<file path="src/hdl/rhc_pkg.sv">
package rhc_pkg;

    localparam int unsigned QW = 12;  // quotient width, 3840 fits

    localparam logic [14:0] HUE_TURN = 15'd23040;
    localparam logic [14:0] OFS_RED = 15'd0;
    localparam logic [14:0] OFS_GREEN = 15'd7680;
    localparam logic [14:0] OFS_BLUE = 15'd15360;

    typedef struct packed {
        logic        valid;
        logic [19:0] hue_rem;
        logic [19:0] hue_div;
        logic [11:0] hue_quo;
        logic        neg;
        logic [14:0] offset;
        logic        gray;
        logic [19:0] sat_rem;
        logic [19:0] sat_div;
        logic [11:0] sat_quo;
        logic [7:0]  value;
        logic [7:0]  alpha;
    } cell_t;

endpackage

</file>
<file path="src/hdl/rhc_div_cell.sv">
// one restoring division step for both quotients
module rhc_div_cell #(
    parameter int unsigned BIT = 0
) (
    input  logic           aclk,
    input  logic           aresetn,
    input  logic           en,
    input  rhc_pkg::cell_t d_in,
    output rhc_pkg::cell_t d_out
);

    rhc_pkg::cell_t d_reg;
    rhc_pkg::cell_t d_next;
    logic [39:0] hs;
    logic [39:0] ss;

    always_comb begin
        d_next = d_in;
        hs = {20'd0, d_in.hue_div} << BIT;
        ss = {20'd0, d_in.sat_div} << BIT;
        if ({20'd0, d_in.hue_rem} >= hs) begin
            d_next.hue_rem = d_in.hue_rem - hs[19:0];
            d_next.hue_quo[BIT] = 1'b1;
        end
        if ({20'd0, d_in.sat_rem} >= ss) begin
            d_next.sat_rem = d_in.sat_rem - ss[19:0];
            d_next.sat_quo[BIT] = 1'b1;
        end
    end

    always_ff @(posedge aclk) begin
        if (!aresetn) begin
            d_reg.valid <= 1'b0;
        end else if (en) begin
            d_reg.valid <= d_next.valid;
        end
        if (en) begin
            d_reg[$bits(rhc_pkg::cell_t)-2:0] <= d_next[$bits(rhc_pkg::cell_t)-2:0];
        end
    end

    assign d_out = d_reg;

endmodule

</file>
<file path="src/hdl/rgb_to_hsv_convert.sv">
// pipeline: an input transaction passes the front end, 12 divider cells and
// the output stage in order; the divider is a chain of one-bit division cells
// throughput: one pixel per cycle; the chain stalls as a whole while a result
// waits in the output stage and m_ready is low
// reset: synchronous active-low aresetn clears all valid flags
module rgb_to_hsv_convert (
    input  logic        aclk,
    input  logic        aresetn,
    input  logic        s_valid,
    output logic        s_ready,
    input  logic [7:0]  s_red,
    input  logic [7:0]  s_green,
    input  logic [7:0]  s_blue,
    input  logic [7:0]  s_alpha,
    output logic        m_valid,
    input  logic        m_ready,
    output logic [14:0] m_hue,
    output logic [7:0]  m_saturation,
    output logic [7:0]  m_brightness,
    output logic [7:0]  m_opacity
);

    localparam int unsigned N = rhc_pkg::QW;

    logic en;
    rhc_pkg::cell_t front_reg;
    rhc_pkg::cell_t front_next;
    rhc_pkg::cell_t chain [N+1];
    logic [7:0] mx, mn, dl, df;
    logic [14:0] hsum;
    logic [15:0] hs;
    logic [14:0] hue_reg;
    logic [7:0] sat_reg, val_reg, alp_reg;
    logic valid_reg;

    assign en = !valid_reg || m_ready;
    assign s_ready = en;

    always_comb begin
        mx = (s_red > s_green) ? s_red : s_green;
        mx = (mx > s_blue) ? mx : s_blue;
        mn = (s_red < s_green) ? s_red : s_green;
        mn = (mn < s_blue) ? mn : s_blue;
        dl = mx - mn;
        front_next = '0;
        front_next.valid = s_valid;
        if (mx == s_red) begin
            front_next.neg = s_green < s_blue;
            df = front_next.neg ? s_blue - s_green : s_green - s_blue;
            front_next.offset = rhc_pkg::OFS_RED;
        end else if (mx == s_green) begin
            front_next.neg = s_blue < s_red;
            df = front_next.neg ? s_red - s_blue : s_blue - s_red;
            front_next.offset = rhc_pkg::OFS_GREEN;
        end else begin
            front_next.neg = s_red < s_green;
            df = front_next.neg ? s_green - s_red : s_red - s_green;
            front_next.offset = rhc_pkg::OFS_BLUE;
        end
        front_next.gray = (dl == 8'd0);
        front_next.hue_rem = 20'(df) * 20'd3840;
        front_next.hue_div = {12'd0, dl};
        front_next.sat_rem = 20'(dl) * 20'd255;
        front_next.sat_div = {12'd0, mx};
        front_next.value = mx;
        front_next.alpha = s_alpha;
    end

    always_ff @(posedge aclk) begin
        if (!aresetn) begin
            front_reg.valid <= 1'b0;
        end else if (en) begin
            front_reg.valid <= front_next.valid;
        end
        if (en) begin
            front_reg[$bits(rhc_pkg::cell_t)-2:0] <= front_next[$bits(rhc_pkg::cell_t)-2:0];
        end
    end

    assign chain[0] = front_reg;

    for (genvar i = 0; i < N; i++) begin : g_cell
        rhc_div_cell #(.BIT(N-1-i)) u_cell (
            .aclk   (aclk),
            .aresetn(aresetn),
            .en     (en),
            .d_in   (chain[i]),
            .d_out  (chain[i+1])
        );
    end

    always_comb begin
        hs = chain[N].neg ? {1'b0, chain[N].offset} + 16'(rhc_pkg::HUE_TURN)
                            - {4'd0, chain[N].hue_quo}
                          : {1'b0, chain[N].offset} + {4'd0, chain[N].hue_quo};
        hsum = (hs >= {1'b0, rhc_pkg::HUE_TURN}) ? 15'(hs - {1'b0, rhc_pkg::HUE_TURN})
                                                : hs[14:0];
    end

    always_ff @(posedge aclk) begin
        if (!aresetn) begin
            valid_reg <= 1'b0;
        end else if (en) begin
            valid_reg <= chain[N].valid;
        end
        if (en) begin
            hue_reg <= chain[N].gray ? 15'd0 : hsum;
            sat_reg <= chain[N].gray ? 8'd0 : chain[N].sat_quo[7:0];
            val_reg <= chain[N].value;
            alp_reg <= chain[N].alpha;
        end
    end

    assign m_valid = valid_reg;
    assign m_hue = hue_reg;
    assign m_saturation = sat_reg;
    assign m_brightness = val_reg;
    assign m_opacity = alp_reg;

endmodule
</file>
<file path="config.mk">
export PLATFORM = sky130hd
export DESIGN_NAME = rgb_to_hsv_convert
export DESIGN_NICKNAME = d
export VERILOG_FILES = /design/src/hdl/rhc_pkg.sv /design/src/hdl/rhc_div_cell.sv /design/src/hdl/rgb_to_hsv_convert.sv
export SDC_FILE = /design/constraint.sdc
export NUM_CORES = 2
export LEC_CHECK = 0
export BUFFER_PORTS_ARGS = -buffer_cell sky130_fd_sc_hd__buf_2
export CORE_AREA = 3 3 381 383
export DETAILED_ROUTE_END_ITERATION = 16
export DIE_AREA = 0 0 384 386
export PLACE_DENSITY = 0.86
export SLEW_MARGIN = 20
export SYNTH_ARGS = -nofsm -noshare
export SYNTH_HDL_FRONTEND = slang
export SYNTH_HIERARCHICAL = 1
export SYNTH_SLANG_ARGS = --single-unit
</file>
<file path="constraint.sdc">
create_clock -name aclk -period 73.5 [get_ports aclk]
set_clock_uncertainty 0.05 [all_clocks]
set_input_delay 7.35 -clock aclk [delete_from_list [all_inputs] [get_ports aclk]]
set_output_delay 7.35 -clock aclk [all_outputs]
set_load 0.01 [all_outputs]
</file>
==> impl_results.md <==
* Initial antenna violation count at 2
* Setup crit end kind: flop
* Core box area at 142000 um2
* YS warnings at 6
* CTS tree: done
* Layout Nets at 6599
* Required time of the worst setup path at around 74 ns
* Max Cap Violations at 0
* DIE WIDTH at between 300 and 400 um
* Setup violators final at 0
* FP Rows at around 140
* Post-route ant nets at 0
* Setup CP Type: in2reg
* Avg Cell Area, Syn at 13.9 um2
* Post-CTS sizing at 0
* # port buffers at 76
* Total die area at 148000 um2
* Comb power frac at 0.493
* Number of cells produced by synthesis at about 5700
* HP Class: reg2reg
* Maximum VDD drop at 164 uV
* Final Critical Period at 16.86 ns
* Num ports at 77
* Multi-input gate area at 28300 um2
* Post-CTS Setup Inserts at 0
* Slowest-stage cell, CP: xor2_1
* Final worst setup slack at 56.64 ns
* Int Power at around 2.7 mW
* Slew margin rel. at 0.285
* Die height at 386 um
* Most common cell after layout, fill and taps aside: edfxtp_1
* Design area at 87300 um2
* Global-route wire length before repair at 236000 um
* Clk_lat worst skew at 0.79 ns
* Pwr Density at 50.2 nW/um2
* Slew Limit Fails at 0
* DP HPWL at between 100000 and 150000 um
* Flop pwr share at 0.329
* Global placement routability congestion at ~0.97
* Clk buf depth at 3
* GRT Overall Usage at 0.199
* CTS H-tree depth at 4
* Initial Utilization at 0.561
* CTS Buf Count at 153
* Startpoint Class: input port
* RSZ-0062 raised after global routing: false
* CP max FO at 19
* Clock root cell: clkbuf_16
* Slew @ Worst Pin at 1.07 ns
* DRC Markers at 0
* Final hold violation count at 0
* Pre-Repair DR Iteration Count at 10
* Most frequent cells in the layout: edfxtp_1, inv_1, ha_1
* Post-Route WL at 147000 um
* Fill count at 10000
* Fmax at 59.3 MHz
* Post-DP Area at 82200 um2
* Grt ovf at 0
* Largest net degree at the start of global routing at between 90 and 100
* Setup tns final at 0 ns
* Drt initial violations at between 3000 and 4000
* Synth Cell Area at between 70000 and 80000 um2
* Clock power frac at 0.178
* CP peak stage delay at about 0.70 ns
* Final core occ at 0.616
* Share of cells above drive strength 1 at 0.112
* Area delta synth->final at 9.79%
* LEAKAGE at 35.4 nW
* Crit path DAT at approximately 17 ns
* Clock sink total at 1625
* Final Cycle Share at 0.229
* Place WS at 55.94 ns
* Hold buffers post-CTS at 0
* Switching Power at 1.65 mW
* Storage cell area at 48700 um2
* Vias in the first global route at 45700
* Switch share at 0.377
* Vias at 45600
* Status: complete, no violations
* Vias per cell at 5.69
* Avg WL per Cell at 18.4 um
* Worst-path clk slew at roughly 0.070 ns
==> layer usage <==
metal / GRT usage / up-vias / wire (um)
li1: - / 21800 / -
met1: 0.240 / 21900 / 59600
met2: 0.353 / 1480 / 75000
met3: 0.0284 / 401 / 6320
met4: 0.0927 / 0 / 6590
met5: 0 / - / 0
==> worst paths after layout <==
kind                            cells after the start  slack [ns]                           to                  startpoint
worst max-delay path                               38       56.64                  chain[1719]                    s_red[5]
worst min-delay path                                0        0.35  g_cell[10].u_cell/d_out[12]  g_cell[9].u_cell/d_out[12]
worst max register to register                      7       67.25                 m_opacity[7]                     m_valid
worst min register to register                      0        0.35  g_cell[10].u_cell/d_out[12]  g_cell[9].u_cell/d_out[12]
==> area by class of cell <==
type,instances,area share
well taps,1890,0.0271
flip-flops and latches,1625,0.557
repair buffers,104,0.00681
multi-input cells,3488,0.324
clock inverters,107,0.0133
diodes,4,0.000115
inverters,608,0.0261
clock buffers,175,0.0448
==> per-stage QoR <==
step	cells	hold slack [ns]	total power, mW
6_report	8001	0.352	4.38
5_1_grt	7998	0.361	4.74
3_3_place_gp	7714	0.350	3.47
3_5_place_dp	7714	0.355	3.58
2_1_floorplan	5825	0.350	3.10
4_1_cts	7996	0.352	4.38
==> power by group through the flow <==
stage / clock network, mW / logic [mW] / registers (mW)
6_report: 0.780 / 2.16 / 1.44
2_1_floorplan: 0 / 1.69 / 1.41
5_1_grt: 0.836 / 2.44 / 1.46
4_1_cts: 0.800 / 2.14 / 1.45
3_5_place_dp: 0 / 2.12 / 1.46
3_3_place_gp: 0 / 2.02 / 1.45
==> critical path: cells and delay by family <==
family / cells / cell delay (ns)
AO/OA/AOI/OAI: 14 / 3.81
AND/OR/NAND/NOR: 7 / 1.22
adder cells (fa/ha/maj): 7 / 2.95
multiplexers: 1 / 0.45
buffers and inverters: 6 / 0.53
XOR/XNOR: 3 / 0.99
==> flip-flops by register name, summed over array words and instances, names as in the netlist <==
signal,cells
m_hue,15
m_opacity,8
g_cell.u_cell/d_out,1528
m_valid,1
m_brightness,8
m_saturation,8
chain,57
Power figures use the tool's default switching activity.
